--- src/sv/kcm_pkg.sv ---
package kcm_pkg;

  localparam logic [2:0] CMD_DONGLE  = 3'd0;
  localparam logic [2:0] CMD_KEY     = 3'd1;
  localparam logic [2:0] CMD_UNKNOWN = 3'd2;
  localparam logic [2:0] CMD_ADD     = 3'd3;
  localparam logic [2:0] CMD_CLEAR   = 3'd4;
  localparam logic [2:0] CMD_TRIGGER = 3'd5;
  localparam logic [2:0] CMD_TICK    = 3'd6;
  localparam logic [2:0] CMD_COUNT   = 3'd7;

  localparam logic [2:0] EV_CODE_RX    = 3'd0;
  localparam logic [2:0] EV_MATCH      = 3'd1;
  localparam logic [2:0] EV_INCORRECT  = 3'd2;
  localparam logic [2:0] EV_TABLE_FULL = 3'd3;
  localparam logic [2:0] EV_COUNT      = 3'd4;

  localparam logic [31:0] KEY_CANCEL     = 32'h1B;
  localparam logic [31:0] KEY_SUBMIT     = 32'hD;
  localparam logic [3:0]  DIGIT_BASE     = 4'd10;
  localparam logic [15:0] MASK_INCORRECT = 16'hFFFF;
  localparam logic [7:0]  TYPE_DONGLE    = 8'd0;
  localparam logic [7:0]  TYPE_DIGIT     = 8'd1;

  localparam logic [0:0] REG_TIMEOUT    = 1'b0;
  localparam logic [0:0] REG_MAX_DIGITS = 1'b1;

  // Work item handed from front to back.
  typedef enum logic [1:0] {
    OP_CHECK = 2'd0,  // report, scan, match/incorrect
    OP_EMIT  = 2'd1   // single result
  } op_t;

  typedef struct packed {
    op_t         op;
    logic [2:0]  kind;
    logic        to_req;
    logic [7:0]  dest;
    logic [31:0] code;
    logic [7:0]  ctype;
    logic [15:0] mask;
    logic [4:0]  count;
  } job_t;

  typedef struct packed {
    logic [2:0]  event_kind;
    logic        to_requester;
    logic [7:0]  dest_id;
    logic [31:0] reported_code;
    logic [7:0]  reported_type;
    logic [15:0] button_mask;
    logic [4:0]  entry_count;
    logic        last;
  } result_t;

endpackage

--- src/sv/kcm_if.sv ---
interface kcm_in_if;
  logic        valid;
  logic        ready;
  logic [2:0]  command;
  logic [31:0] key_code;
  logic [7:0]  code_type;
  logic [15:0] button_bitmap;
  logic [7:0]  requester_id;
  modport source (output valid, command, key_code, code_type, button_bitmap, requester_id,
                  input ready);
  modport sink (input valid, command, key_code, code_type, button_bitmap, requester_id,
                output ready);
endinterface

interface kcm_out_if;
  logic        valid;
  logic        ready;
  logic [2:0]  event_kind;
  logic        to_requester;
  logic [7:0]  dest_id;
  logic [31:0] reported_code;
  logic [7:0]  reported_type;
  logic [15:0] button_mask;
  logic [4:0]  entry_count;
  logic        last;
  modport source (output valid, event_kind, to_requester, dest_id, reported_code,
                  reported_type, button_mask, entry_count, last, input ready);
  modport sink (input valid, event_kind, to_requester, dest_id, reported_code,
                reported_type, button_mask, entry_count, last, output ready);
endinterface

interface kcm_cfg_if;
  logic        valid;
  logic        ready;
  logic [0:0]  index;
  logic [15:0] data;
  modport source (output valid, index, data, input ready);
  modport sink (input valid, index, data, output ready);
endinterface

--- src/sv/kcm_ram.sv ---
module kcm_ram #(
  parameter int WIDTH = 8,
  parameter int DEPTH = 16
) (
  input  logic                     clk,
  input  logic                     we,
  input  logic [$clog2(DEPTH)-1:0] waddr,
  input  logic [WIDTH-1:0]         wdata,
  input  logic [$clog2(DEPTH)-1:0] raddr,
  output logic [WIDTH-1:0]         rdata
);
  logic [WIDTH-1:0] mem [DEPTH];

  always_ff @(posedge clk) begin
    if (we) begin
      mem[waddr] <= wdata;
    end
    rdata <= mem[raddr];
  end
endmodule

--- src/sv/kcm_front.sv ---
module kcm_front #(
  parameter int TABLE_DEPTH = 16,
  parameter int CW = $clog2(TABLE_DEPTH + 1)
) (
  input  logic                         clk,
  input  logic                         rst_n,
  kcm_in_if.sink                       in_ch,
  kcm_cfg_if.sink                      cfg_ch,
  output logic                         job_valid,
  output kcm_pkg::job_t                job,
  input  logic                         job_full,
  input  logic                         back_busy,
  output logic                         tab_we,
  output logic [$clog2(TABLE_DEPTH)-1:0] tab_waddr,
  output logic [55:0]                  tab_wdata,
  output logic [CW-1:0]                entries_used
);
  import kcm_pkg::*;

  logic [CW-1:0] used_r, used_nxt;
  logic [31:0]   pend_val_r, pend_val_nxt;
  logic [3:0]    pend_dig_r, pend_dig_nxt;
  logic [15:0]   ticks_r, ticks_nxt;
  logic          armed_r, armed_nxt;
  logic [15:0]   timeout_r;
  logic [3:0]    max_dig_r;
  logic [35:0]   times_ten;
  logic          acc;
  logic          full_tab;

  // Hold table updates until the job queue is empty and the back is idle.
  assign in_ch.ready  = !job_full &&
                        !(back_busy && (in_ch.command inside {CMD_ADD, CMD_CLEAR}));
  assign cfg_ch.ready = 1'b1;
  assign acc          = in_ch.valid && in_ch.ready;
  assign entries_used = used_r;
  assign full_tab     = used_r >= CW'(TABLE_DEPTH);
  assign times_ten    = pend_val_r * DIGIT_BASE;

  assign tab_waddr = used_r[$clog2(TABLE_DEPTH)-1:0];
  assign tab_wdata = {in_ch.code_type, in_ch.key_code, in_ch.button_bitmap};

  always_comb begin
    used_nxt     = used_r;
    pend_val_nxt = pend_val_r;
    pend_dig_nxt = pend_dig_r;
    ticks_nxt    = ticks_r;
    armed_nxt    = armed_r;
    job_valid    = 1'b0;
    job          = '0;
    tab_we       = 1'b0;
    if (acc) begin
      case (in_ch.command)
        CMD_DONGLE: begin
          job_valid = 1'b1;
          job.op    = OP_CHECK;
          job.code  = in_ch.key_code;
          job.ctype = TYPE_DONGLE;
          {armed_nxt, ticks_nxt, pend_dig_nxt, pend_val_nxt} = '0;
        end
        CMD_KEY: begin
          armed_nxt = 1'b1;
          ticks_nxt = timeout_r;
          if (in_ch.key_code == KEY_CANCEL) begin
            {armed_nxt, ticks_nxt, pend_dig_nxt, pend_val_nxt} = '0;
          end else if (in_ch.key_code == KEY_SUBMIT) begin
            job_valid = 1'b1;
            job.op    = OP_CHECK;
            job.code  = pend_val_r;
            job.ctype = TYPE_DIGIT;
            {armed_nxt, ticks_nxt, pend_dig_nxt, pend_val_nxt} = '0;
          end else if (pend_dig_r >= max_dig_r) begin
            job_valid = 1'b1;
            job.op    = OP_EMIT;
            job.kind  = EV_INCORRECT;
            job.mask  = MASK_INCORRECT;
            {armed_nxt, ticks_nxt, pend_dig_nxt, pend_val_nxt} = '0;
          end else begin
            pend_val_nxt = times_ten[31:0] + in_ch.key_code;
            pend_dig_nxt = pend_dig_r + 4'd1;
          end
        end
        CMD_UNKNOWN: begin
          {armed_nxt, ticks_nxt, pend_dig_nxt, pend_val_nxt} = '0;
        end
        CMD_ADD: begin
          if (full_tab) begin
            job_valid  = 1'b1;
            job.op     = OP_EMIT;
            job.kind   = EV_TABLE_FULL;
            job.to_req = 1'b1;
            job.dest   = in_ch.requester_id;
          end else begin
            tab_we   = 1'b1;
            used_nxt = used_r + CW'(1);
          end
        end
        CMD_CLEAR: used_nxt = '0;
        CMD_TRIGGER: begin
          job_valid = 1'b1;
          job.op    = OP_CHECK;
          job.code  = in_ch.key_code;
          job.ctype = in_ch.code_type;
        end
        CMD_TICK: begin
          if (armed_r) begin
            if (ticks_r <= 16'd1) begin
              job_valid = 1'b1;
              job.op    = OP_EMIT;
              job.kind  = EV_INCORRECT;
              job.mask  = MASK_INCORRECT;
              {armed_nxt, ticks_nxt, pend_dig_nxt, pend_val_nxt} = '0;
            end else begin
              ticks_nxt = ticks_r - 16'd1;
            end
          end
        end
        default: begin
          job_valid  = 1'b1;
          job.op     = OP_EMIT;
          job.kind   = EV_COUNT;
          job.to_req = 1'b1;
          job.dest   = in_ch.requester_id;
          job.count  = 5'(used_r);
        end
      endcase
    end
  end

  always_ff @(posedge clk) begin
    if (!rst_n) begin
      used_r     <= '0;
      pend_val_r <= '0;
      pend_dig_r <= '0;
      ticks_r    <= '0;
      armed_r    <= 1'b0;
      timeout_r  <= 16'd3000;
      max_dig_r  <= 4'd8;
    end else begin
      used_r     <= used_nxt;
      pend_val_r <= pend_val_nxt;
      pend_dig_r <= pend_dig_nxt;
      ticks_r    <= ticks_nxt;
      armed_r    <= armed_nxt;
      if (cfg_ch.valid) begin
        case (cfg_ch.index)
          REG_TIMEOUT:    timeout_r <= cfg_ch.data;
          REG_MAX_DIGITS: max_dig_r <= cfg_ch.data[3:0];
          default: ;
        endcase
      end
    end
  end
endmodule

--- src/sv/kcm_back.sv ---
module kcm_back #(
  parameter int TABLE_DEPTH = 16,
  parameter int CW = $clog2(TABLE_DEPTH + 1)
) (
  input  logic                           clk,
  input  logic                           rst_n,
  input  logic                           job_valid,
  input  kcm_pkg::job_t                  job,
  output logic                           job_taken,
  output logic                           busy,
  output logic [$clog2(TABLE_DEPTH)-1:0] tab_raddr,
  input  logic [55:0]                    tab_rdata,
  input  logic [CW-1:0]                  entries_used,
  kcm_out_if.source                      out_ch
);
  import kcm_pkg::*;

  typedef enum logic [4:0] {
    S_IDLE   = 5'b00001,
    S_REPORT = 5'b00010,
    S_READ   = 5'b00100,
    S_CMP    = 5'b01000,
    S_FINAL  = 5'b10000
  } state_t;

  state_t        state_r, state_nxt;
  job_t          job_r;
  logic [CW-1:0] idx_r, idx_nxt;
  logic          hit_r, hit_nxt;
  logic [15:0]   mask_r, mask_nxt;
  result_t       res;
  logic          hit;

  assign tab_raddr = idx_r[$clog2(TABLE_DEPTH)-1:0];
  assign job_taken = (state_r == S_IDLE) && job_valid;
  assign busy      = state_r != S_IDLE;
  assign hit = (tab_rdata[55:48] == job_r.ctype) && (tab_rdata[47:16] == job_r.code);

  always_comb begin
    res = '0;
    case (state_r)
      S_REPORT: begin
        res.event_kind    = EV_CODE_RX;
        res.reported_code = job_r.code;
        res.reported_type = job_r.ctype;
      end
      S_FINAL: begin
        if (job_r.op == OP_EMIT) begin
          res.event_kind   = job_r.kind;
          res.to_requester = job_r.to_req;
          res.dest_id      = job_r.dest;
          res.button_mask  = job_r.mask;
          res.entry_count  = job_r.count;
        end else if (hit_r) begin
          res.event_kind  = EV_MATCH;
          res.button_mask = mask_r;
        end else begin
          res.event_kind  = EV_INCORRECT;
          res.button_mask = MASK_INCORRECT;
        end
        res.last = 1'b1;
      end
      default: ;
    endcase
  end

  assign out_ch.valid         = (state_r == S_REPORT) || (state_r == S_FINAL);
  assign out_ch.event_kind    = res.event_kind;
  assign out_ch.to_requester  = res.to_requester;
  assign out_ch.dest_id       = res.dest_id;
  assign out_ch.reported_code = res.reported_code;
  assign out_ch.reported_type = res.reported_type;
  assign out_ch.button_mask   = res.button_mask;
  assign out_ch.entry_count   = res.entry_count;
  assign out_ch.last          = res.last;

  always_comb begin
    state_nxt = state_r;
    idx_nxt   = idx_r;
    hit_nxt   = hit_r;
    mask_nxt  = mask_r;
    case (state_r)
      S_IDLE: begin
        idx_nxt = '0;
        hit_nxt = 1'b0;
        if (job_valid) begin
          state_nxt = (job.op == OP_CHECK) ? S_REPORT : S_FINAL;
        end
      end
      S_REPORT: begin
        if (out_ch.ready) begin
          state_nxt = (idx_r < entries_used) ? S_CMP : S_FINAL;
        end
      end
      S_READ: state_nxt = S_CMP;
      S_CMP: begin
        // read data is for idx_r
        if (hit) begin
          hit_nxt   = 1'b1;
          mask_nxt  = tab_rdata[15:0];
          state_nxt = S_FINAL;
        end else if (idx_r + CW'(1) < entries_used) begin
          idx_nxt   = idx_r + CW'(1);
          state_nxt = S_READ;
        end else begin
          state_nxt = S_FINAL;
        end
      end
      S_FINAL: begin
        if (out_ch.ready) begin
          state_nxt = S_IDLE;
        end
      end
      default: state_nxt = S_IDLE;
    endcase
  end

  always_ff @(posedge clk) begin
    if (!rst_n) begin
      state_r <= S_IDLE;
      idx_r   <= '0;
      hit_r   <= 1'b0;
    end else begin
      state_r <= state_nxt;
      idx_r   <= idx_nxt;
      hit_r   <= hit_nxt;
    end
    mask_r <= mask_nxt;
    if (job_taken) begin
      job_r <= job;
    end
  end
endmodule

--- src/sv/keypad_code_matcher.sv ---
// Keypad code matcher.
// in_*  : one transaction per keypad key, badge read, table command or tick.
// out_* : result transactions; out_last marks the final result of a command.
// cfg_* : register writes (0 timeout_ticks, 1 max_digits), always ready;
//         write only while the block is idle.
// The front updates pending code, timer and table count in the accept cycle
// and pushes any result-producing work into a two-entry queue. The back
// drains the queue: a check emits a code-received report, then scans the
// table one entry at a time (registered RAM read, then compare), then
// emits the match or incorrect-code result. Single-result commands emit
// only their final result; commands with no result never enter the queue.
// in_ready drops while the queue is full; a stalled out_ready holds the
// current result and backs up the queue without losing anything.
// Add-entry and clear-table transactions also wait (in_ready low) until the
// queue is empty and the back is idle, so each check sees the table it was
// accepted against.
// Reset clears the entry count, pending code and timer, restores register
// defaults (timeout 3000, max digits 8); table contents stay undefined but
// are never read before being written.
module keypad_code_matcher #(
  parameter int TABLE_DEPTH = 16
) (
  input  logic clk,
  input  logic rst_n,
  kcm_in_if.sink    in_ch,
  kcm_cfg_if.sink   cfg_ch,
  kcm_out_if.source out_ch
);
  import kcm_pkg::*;

  localparam int AW = (TABLE_DEPTH > 1) ? $clog2(TABLE_DEPTH) : 1;
  localparam int CW = $clog2(TABLE_DEPTH + 1);

  logic          f_valid, q_full, b_taken;
  logic          b_busy, scan_busy;
  job_t          f_job;
  logic          tab_we;
  logic [AW-1:0] tab_waddr, tab_raddr;
  logic [55:0]   tab_wdata, tab_rdata;
  logic [CW-1:0] used;

  // Two-entry job queue between front and back.
  job_t q_mem_r [2];
  logic q_wp_r, q_rp_r;
  logic [1:0] q_cnt_r;

  assign q_full    = q_cnt_r == 2'd2;
  assign scan_busy = b_busy || (q_cnt_r != 2'd0);

  kcm_front #(.TABLE_DEPTH(TABLE_DEPTH), .CW(CW)) u_front (
    .clk, .rst_n, .in_ch, .cfg_ch,
    .job_valid(f_valid), .job(f_job), .job_full(q_full), .back_busy(scan_busy),
    .tab_we, .tab_waddr, .tab_wdata, .entries_used(used)
  );

  kcm_ram #(.WIDTH(56), .DEPTH(TABLE_DEPTH)) u_table (
    .clk, .we(tab_we), .waddr(tab_waddr), .wdata(tab_wdata),
    .raddr(tab_raddr), .rdata(tab_rdata)
  );

  kcm_back #(.TABLE_DEPTH(TABLE_DEPTH), .CW(CW)) u_back (
    .clk, .rst_n, .job_valid(q_cnt_r != 2'd0), .job(q_mem_r[q_rp_r]),
    .job_taken(b_taken), .busy(b_busy), .tab_raddr, .tab_rdata, .entries_used(used),
    .out_ch
  );

  always_ff @(posedge clk) begin
    if (!rst_n) begin
      q_wp_r  <= 1'b0;
      q_rp_r  <= 1'b0;
      q_cnt_r <= '0;
    end else begin
      if (f_valid) begin
        q_wp_r <= ~q_wp_r;
      end
      if (b_taken) begin
        q_rp_r <= ~q_rp_r;
      end
      q_cnt_r <= q_cnt_r + {1'b0, f_valid} - {1'b0, b_taken};
    end
    if (f_valid) begin
      q_mem_r[q_wp_r] <= f_job;
    end
  end
endmodule

--- src/flat_wrapper.sv ---
// flat-port wrapper written by rule: the top's interface ports become plain ports
module keypad_code_matcher_flat import kcm_pkg::*;
#(
  parameter int TABLE_DEPTH = 16
)
  (clk, rst_n, in_ch_valid, in_ch_command, in_ch_key_code, in_ch_code_type, in_ch_button_bitmap, in_ch_requester_id, in_ch_ready, cfg_ch_valid, cfg_ch_index, cfg_ch_data, cfg_ch_ready, out_ch_valid, out_ch_event_kind, out_ch_to_requester, out_ch_dest_id, out_ch_reported_code, out_ch_reported_type, out_ch_button_mask, out_ch_entry_count, out_ch_last, out_ch_ready);
  kcm_in_if in_ch_i ();
  kcm_cfg_if cfg_ch_i ();
  kcm_out_if out_ch_i ();
  input  logic clk;
  input  logic rst_n;
  input wire logic [$bits(in_ch_i.valid)-1:0] in_ch_valid;
  input wire logic [$bits(in_ch_i.command)-1:0] in_ch_command;
  input wire logic [$bits(in_ch_i.key_code)-1:0] in_ch_key_code;
  input wire logic [$bits(in_ch_i.code_type)-1:0] in_ch_code_type;
  input wire logic [$bits(in_ch_i.button_bitmap)-1:0] in_ch_button_bitmap;
  input wire logic [$bits(in_ch_i.requester_id)-1:0] in_ch_requester_id;
  output wire logic [$bits(in_ch_i.ready)-1:0] in_ch_ready;
  input wire logic [$bits(cfg_ch_i.valid)-1:0] cfg_ch_valid;
  input wire logic [$bits(cfg_ch_i.index)-1:0] cfg_ch_index;
  input wire logic [$bits(cfg_ch_i.data)-1:0] cfg_ch_data;
  output wire logic [$bits(cfg_ch_i.ready)-1:0] cfg_ch_ready;
  output wire logic [$bits(out_ch_i.valid)-1:0] out_ch_valid;
  output wire logic [$bits(out_ch_i.event_kind)-1:0] out_ch_event_kind;
  output wire logic [$bits(out_ch_i.to_requester)-1:0] out_ch_to_requester;
  output wire logic [$bits(out_ch_i.dest_id)-1:0] out_ch_dest_id;
  output wire logic [$bits(out_ch_i.reported_code)-1:0] out_ch_reported_code;
  output wire logic [$bits(out_ch_i.reported_type)-1:0] out_ch_reported_type;
  output wire logic [$bits(out_ch_i.button_mask)-1:0] out_ch_button_mask;
  output wire logic [$bits(out_ch_i.entry_count)-1:0] out_ch_entry_count;
  output wire logic [$bits(out_ch_i.last)-1:0] out_ch_last;
  input wire logic [$bits(out_ch_i.ready)-1:0] out_ch_ready;
  assign in_ch_i.valid = in_ch_valid;
  assign in_ch_i.command = in_ch_command;
  assign in_ch_i.key_code = in_ch_key_code;
  assign in_ch_i.code_type = in_ch_code_type;
  assign in_ch_i.button_bitmap = in_ch_button_bitmap;
  assign in_ch_i.requester_id = in_ch_requester_id;
  assign in_ch_ready = in_ch_i.ready;
  assign cfg_ch_i.valid = cfg_ch_valid;
  assign cfg_ch_i.index = cfg_ch_index;
  assign cfg_ch_i.data = cfg_ch_data;
  assign cfg_ch_ready = cfg_ch_i.ready;
  assign out_ch_valid = out_ch_i.valid;
  assign out_ch_event_kind = out_ch_i.event_kind;
  assign out_ch_to_requester = out_ch_i.to_requester;
  assign out_ch_dest_id = out_ch_i.dest_id;
  assign out_ch_reported_code = out_ch_i.reported_code;
  assign out_ch_reported_type = out_ch_i.reported_type;
  assign out_ch_button_mask = out_ch_i.button_mask;
  assign out_ch_entry_count = out_ch_i.entry_count;
  assign out_ch_last = out_ch_i.last;
  assign out_ch_i.ready = out_ch_ready;
  keypad_code_matcher #(.TABLE_DEPTH(TABLE_DEPTH)) u_core (.clk(clk), .rst_n(rst_n), .in_ch(in_ch_i), .cfg_ch(cfg_ch_i), .out_ch(out_ch_i));
endmodule
--- config.mk ---
export PLATFORM = sky130hd
export DESIGN_NAME = keypad_code_matcher_flat
export DESIGN_NICKNAME = d
export VERILOG_FILES = /design/src/sv/kcm_pkg.sv /design/src/sv/kcm_if.sv /design/src/sv/kcm_ram.sv /design/src/sv/kcm_front.sv /design/src/sv/kcm_back.sv /design/src/sv/keypad_code_matcher.sv /design/src/flat_wrapper.sv
export SDC_FILE = /design/constraint.sdc
export NUM_CORES = 1
export LEC_CHECK = 0
export ABC_AREA = 1
export BUFFER_PORTS_ARGS = -buffer_cell sky130_fd_sc_hd__buf_2
export CORE_ASPECT_RATIO = 2
export CORE_UTILIZATION = 41
export CTS_BUF_LIST = sky130_fd_sc_hd__clkbuf_4 sky130_fd_sc_hd__clkbuf_8 sky130_fd_sc_hd__clkbuf_16
export CTS_CLUSTER_SIZE = 14
export DETAILED_ROUTE_END_ITERATION = 16
export MAX_ROUTING_LAYER = met4
export PLACE_DENSITY_LB_ADDON = 0.15
export SLEW_MARGIN = 20
export SYNTH_ARGS = -nofsm -noshare
export SYNTH_HDL_FRONTEND = slang
export SYNTH_SLANG_ARGS = --single-unit
--- constraint.sdc ---
create_clock -name clk -period 5.9 [get_ports clk]
set_clock_uncertainty 0.2 [all_clocks]
set_input_delay 0 -clock clk [delete_from_list [all_inputs] [get_ports clk]]
set_output_delay 0 -clock clk [all_outputs]
set_load 0.1 [all_outputs]
# Word-level counts from Yosys, hierarchy flattened
# Memory sizes are Yosys's and may differ from the RTL's. A register that Yosys moved wholly into a read port is not among the register bits.
# Cells that the tools add are included.
word_totals:
  register_bits: 184
  latchBits: 0
  ramBits: 1046
  rom_bits: 0
  out_inout_bits: 77
  memories: 2
memory_table:
  columns: ["name", "depth", "word_bits", "rd", "rd_clocked_by_memory_dff", "write_ports", "line", "rtl"]
  rows:
  - ["u_core.u_table.mem", 16, 56, 1, 1, 1, "kcm_ram.sv:12", "logic [WIDTH-1:0] mem [DEPTH];"]
  - ["u_core.q_mem_r", 2, 75, 1, 1, 1, "keypad_code_matcher.sv:43", "job_t q_mem_r [2];"]
op_classes:
  addsub: 7
  mul: 1
  div: 0
  n_lt_le_gt_ge: 5
  n_eq_ne: 27
  shifts: 0
  n_mux: 86
  n_bitwise: 3
  n_reduce_logical: 30
op_table:
  columns: ["operator", "count"]
  rows:
  - ["2-to-1 mux 16 bit", 11]
  - ["2-to-1 mux 32 bit", 5]
  - ["one-hot mux 40 bit (3 select lines)", 1]
  - ["one-hot mux 32 bit (3 select lines)", 1]
  - ["2-to-1 mux 40 bit", 2]
  - ["2-to-1 mux 75 bit", 1]
  - ["2-to-1 mux 5 bit", 13]
  - ["2-to-1 mux 56 bit", 1]
  - ["one-hot mux 16 bit (3 select lines)", 1]
  - ["adder 32 bit", 1]
  - ["equality test 32 bit", 1]
  - ["equality test 32 x 4 -> 1 bit (second input constant)", 1]
  - ["equality test 32 x 5 -> 1 bit (second input constant)", 1]
  - ["multiplier 32 x 3 -> 31 bit (second input constant)", 1]
  - ["2-to-1 mux 4 bit", 8]
  - ["one-hot mux 16 bit (2 select lines)", 1]
  - ["one-hot mux 5 bit (5 select lines)", 1]
  - ["2-to-1 mux 1 bit", 23]
  - ["2-to-1 mux 22 bit", 1]
  - ["one-hot mux 5 bit (2 select lines)", 2]
  - ["2-to-1 mux 9 bit", 2]
  - ["inequality test 2 bit (second input constant)", 9]
  - ["one-hot mux 9 bit (2 select lines)", 1]
  - ["<= comparator 16 x 1 -> 1 bit (second input constant)", 1]
  - ["other kinds (44)", 69]

# Logic depth before layout (Yosys ltp)
logic_depth:
  depth_word: 9
  ltp_mapped: 26
  ltp_nobuf: 26

# Modules after synthesis
# A second synthesis with hierarchy kept.
hier_totals:
  hier_cells: 5923
  hier_area_um2: 59285.6
modules_own_cells:
  columns: ["mod", "instances", "cells_per_inst", "area_each_um2", "seq_area_each_um2"]
  rows:
  - ["kcm_ram", 1, 3688, 39715.6, 28026.9]
  - ["kcm_front", 1, 1480, 8901.0, 1561.5]
  - ["keypad_code_matcher", 1, 267, 5845.6, 4604.4]
  - ["kcm_back", 1, 488, 4823.4, 2952.8]

# Worst setup path after synthesis
# Ideal clock, no wire load.
synth_path:
  kind: "reg2out"
  startpoint: "register u_core.u_back.state_r[4]"
  endpoint: "output out_ch_button_mask[10]"
  arrival_time_ns: 4.954
  slack_ns: 0.746
  path_stages_with_launch: 6
  n_path_buf: 1
  cell_sequence: "dfxtp_1 > inv_1 > nor3_1 > o21ai_1 > clkbuf_1 > nor2_1"
synth_via:
  elab_chain_len: 2
synth_rtl:
  columns: ["item", "line", "rtl"]
  rows:
  - ["start, declared", "kcm_back.sv:26", "state_t state_r, state_nxt;"]
  - ["start signal, assigned", "kcm_back.sv:124", "state_r <= state_nxt;"]
  - ["equality test 5 bit", "kcm_back.sv:41", "case (state_r)"]
  - ["2-to-1 mux 22 bit", "kcm_back.sv:41", null]
  - ["end, declared", "flat_wrapper.sv:29", "output wire logic [$bits(out_ch_i.button_mask)-1:0] out_ch_button_mask;"]
# Every way passes these cells.

# Worst setup path after layout
layout_path:
  startpoint: "register u_core.u_front.pend_val_r[1]"
  endpoint: "register u_core.u_front.pend_val_r[29]"
layout_via:
  elab_chain_len: 6
layout_rtl:
  columns: ["item", "line", "rtl"]
  rows:
  - ["start, declared", "kcm_front.sv:21", "logic [31:0] pend_val_r, pend_val_nxt;"]
  - ["start signal, assigned", "kcm_front.sv:141", "pend_val_r <= pend_val_nxt;"]
  - ["multiplier 32 x 3 -> 31 bit", "kcm_front.sv:38", "assign times_ten = pend_val_r * DIGIT_BASE;"]
  - ["adder 32 bit", "kcm_front.sv:79", "pend_val_nxt = times_ten[31:0] + in_ch.key_code;"]
  - ["2-to-1 mux 32 bit", "kcm_front.sv:72", "end else if (pend_dig_r >= max_dig_r) begin"]
  - ["2-to-1 mux 32 bit", "kcm_front.sv:66", "end else if (in_ch.key_code == KEY_SUBMIT) begin"]
  - ["2-to-1 mux 32 bit", "kcm_front.sv:64", "if (in_ch.key_code == KEY_CANCEL) begin"]
  - ["one-hot mux 32 bit (3 select lines)", "kcm_front.sv:53", "case (in_ch.command)"]
# Every way passes these cells.
# A chain may end at the register's enable or synchronous reset.

==> metrics.yaml <==
logic_synthesis:
  synth_warnings: 0
  async_reset_ff_share_pct: 0
  synth.most_common_cell: "edfxtp_1"
  synthTopCellsByCount: "1089 x edfxtp_1, 826 x nor2_1, 644 x o21ai_0"
  synth_seq_cells: 1239
  syn-num-nets: 4837
  ys.flop_type: "edfxtp_1"
  synth-edff-count: 1089
  syn_avg_cell_area_um2: 11.34
  yosysUniqueCellTypes: 48
  synth_top_area_cell: "edfxtp_1"
  syn_inst: 4639
  synth_top_area_share_pct: 62.16
  ys_seq_area_share_pct: 67.87
  synth_area_leaders: "edfxtp_1 62%, o21ai_0 6.1%, nor2_1 5.9%"
  synthesis.area_mm2: 0.05261
placed_design:
  dp_hpwl_um: 94550
  io_buffers: 164
  place.gp.congestion: 0.9177
  place_inst: 6312
route:
  drt_iter0_markers: 2735
  vias: 36380
  drt-total-wl_um: 155900
  wl_per_cell_um: 23.34
  ant_nets: 0
  drc_errors: 0
  first_pass_iters: 7
  via_per_inst: 5.448
power_and_ir_drop:
  sequentialPowerShare_pct: 52.1
  power_leakage_nw: 22.39
  swShare_pct: 25.95
  powerDensity_mw_per_mm2: 324.5
  peakVddDrop_uv: 252.2
  p_switching_mw: 5.096
  comb_power_share_pct: 11.7
  internal_power_mw: 14.54
  clockPowerShare_pct: 36.2
cts:
  h-tree-depth: 3
  tritoncts: "built"
  cts-root-buf: "clkbuf_16"
  clockBufferDepth: 3
  numCtsBuffers: 108
  clk_pin_slew_ns: 0.07
  clk_latency_ns: 0.73
  cts.sinks: 1239
  post_cts_resized: 0
status:
  outcome: "finished clean"
global_routing:
  grt_pass1_vias: 36660
  grt_max_degree: 172
  antenna_found_initial: 4
  track_usage_pct: 24.78
  grt.overflow.total: 0
  grt_pass1_wl_um: 229000
critical_path:
  cp.arrival_ns: 5.03
  worst_setup_path_start_kind: "register"
  crit_path_end_kind: "register"
  required_ns: 6.28
  critPathMaxFanout: 5
  path_class: "reg2reg"
timing:
  tightestPinTransition_ns: 1.162
  max_freq_mhz: 214.9
  report.final.slew_viol_count: 0
  rsz0062_at_grt: "no"
  relSlewSlack_pct: 22.51
  fin_crit_ns: 4.654
  final.setup.tns_ns: 0
  finalSetupViolations: 0
  finalHoldViolCount: 0
  timing.final.crit_share_pct: 78.88
finish:
  drive_gt1_share_pct: 10.92
  area_growth_pct: 15.05
  final_nets: 5100
  instances_no_fill: 6678
  fillers: 11560
job:
  maxCapViolations: 0
die:
  start_util_pct: 41.40
  fp.dieH_um: 508.6
  row_count: 185
  dieArea_mm2: 0.1298
  core_mm2: 0.1271
  chipWidth_um: 255.3
  io-pin-count: 166
min_path:
  hold_class: "in2reg"
## sequential cells by signal (all words and copies together) (netlist names), 16 cells and up, named ones only
register and flops:
u_core.u_table.mem 896, u_core.u_front.ticks_r 16, u_core.u_front.timeout_r 16, u_core.u_front.pend_val_r 32
u_core.q_mem_r 118, u_core.u_back.mask_r 16, u_core.u_back.job_r 59, u_core.u_table.rdata 56
## power by group through the flow
| stage | sequential, mW | combinational [mW] | clock, mW |
|---|---|---|---|
| after global placement | 10.4 | 2.21 | 0 |
| after CTS | 10.2 | 2.32 | 7.24 |
| after detailed placement | 10.4 | 2.22 | 0 |
| final | 10.2 | 2.30 | 7.10 |
| after floorplan | 10.3 | 1.54 | 0 |
| after global routing | 10.3 | 2.51 | 7.56 |
## metrics by stage
stage	power, mW	cell area (um2)	util (%)	setup WS [ns]	hold slack (ns)
finish	19.64	60520	47.62	1.246	0.04734
global route	20.33	60520	47.62	0.8120	0.04928
CTS	19.80	60510	47.61	1.247	0.0007131
detailed placement	12.65	55340	43.55	1.283	0.01631
global placement	12.63	55340	43.55	1.295	0.01341
floorplan	11.82	52610	-	0.7456	-0.1011
## timing repair
action                     4_1_cts  5_1_grt
setup endpoints to repair        0        0
setup buffers                    0        0
hold buffers                   163        0
hold endpoints to repair      1095        0
## placed cells by master, fill, tap and decap left out, types with 9 or more instances in the layout
cell type	synthesis	final
edfxtp_1	1089	1089
nor2_1	826	806
o21ai_0	644	644
nand2_1	487	487
o22ai_1	272	272
inv_1	267	263
buf_2	28	164
dlygate4sd3_1	0	163
a21oi_1	149	149
dfxtp_1	150	145
nand3_1	116	116
clkbuf_16	0	109
ha_1	107	107
mux2_2	58	58
buf_4	6	55
clkbuf_4	0	54
xnor2_1	46	46
xor2_1	37	37
nor3_1	36	36
nand4_1	28	28
nor2_4	2	20
clkinv_2	0	11
clkbuf_8	0	11
a22oi_1	9	9
or2_2	9	9
buf_12	0	9
## layer usage
metal	vias to the layer above	GRT usage, %	routed length (um)	share of wire [%]
met5	-	-	0	0
met4	0	12.79	8646	5.5
met3	320	2.464	6383	4.1
met2	901	44.52	83090	53
met1	18160	26.74	57740	37
li1	17000	-	-	-
## cell families after synthesis
| kind of cell | Yosys count | share of synthesized area (%) |
|---|---|---|
| other | 1 | 0.007129 |
| adders and majority gates | 109 | 2.621 |
| AOI/OAI and AO/OA | 1108 | 11.38 |
| buffers and inverters | 513 | 3.798 |
| DFF | 1239 | 67.87 |
| muxes | 58 | 1.242 |
| and+or+nand+nor | 1528 | 11.70 |
| xor gates and xnor gates | 83 | 1.382 |
## critical path: stages, from the launching register on
cell	delay, ns
dfxtp_1	0.44
ha_1	0.27
ha_1	0.22
fa_1	0.47
nand2_1	0.08
nand2_1	0.05
o21ai_0	0.23
o21ai_0	0.33
nand4_1	0.20
nand3_1	0.19
nand3_1	0.12
nand2_1	0.07
xor2_1	0.15
ha_1	0.37
nand2_1	0.12
nor2_1	0.25
nand2_1	0.11
nor2_1	0.26
nor2_1	0.10
nand2_1	0.07
nand2_1	0.05
nand3_1	0.09
a21oi_1	0.07
## cell type report
class | count | area (um2) | share of cell area (%)
diodes | 2 | 5.005 | 0.008270
clock inverters | 27 | 254.0 | 0.4197
well taps | 1683 | 2106 | 3.479
clock buffers | 174 | 3284 | 5.427
inverters | 275 | 1049 | 1.732
multi-input cells | 2887 | 15050 | 24.87
repair buffers | 391 | 3045 | 5.032
flip-flops and latches | 1239 | 35720 | 59.03
## final timing paths
kind	startpoint	to	slack (ns)	cells past startpoint
max	u_core.u_front.pend_val_r[1]	u_core.u_front.pend_val_r[29]	1.25	22
min	in_ch_button_bitmap[13]	u_core.u_table.mem[2][13]	0.05	2
max reg2reg	u_core.u_front.pend_val_r[1]	u_core.u_front.pend_val_r[29]	1.25	22
min reg2reg	u_core.u_table.rdata[13]	u_core.u_back.mask_r[13]	0.21	0
No activity file was read; power rests on OpenSTA's default activity.
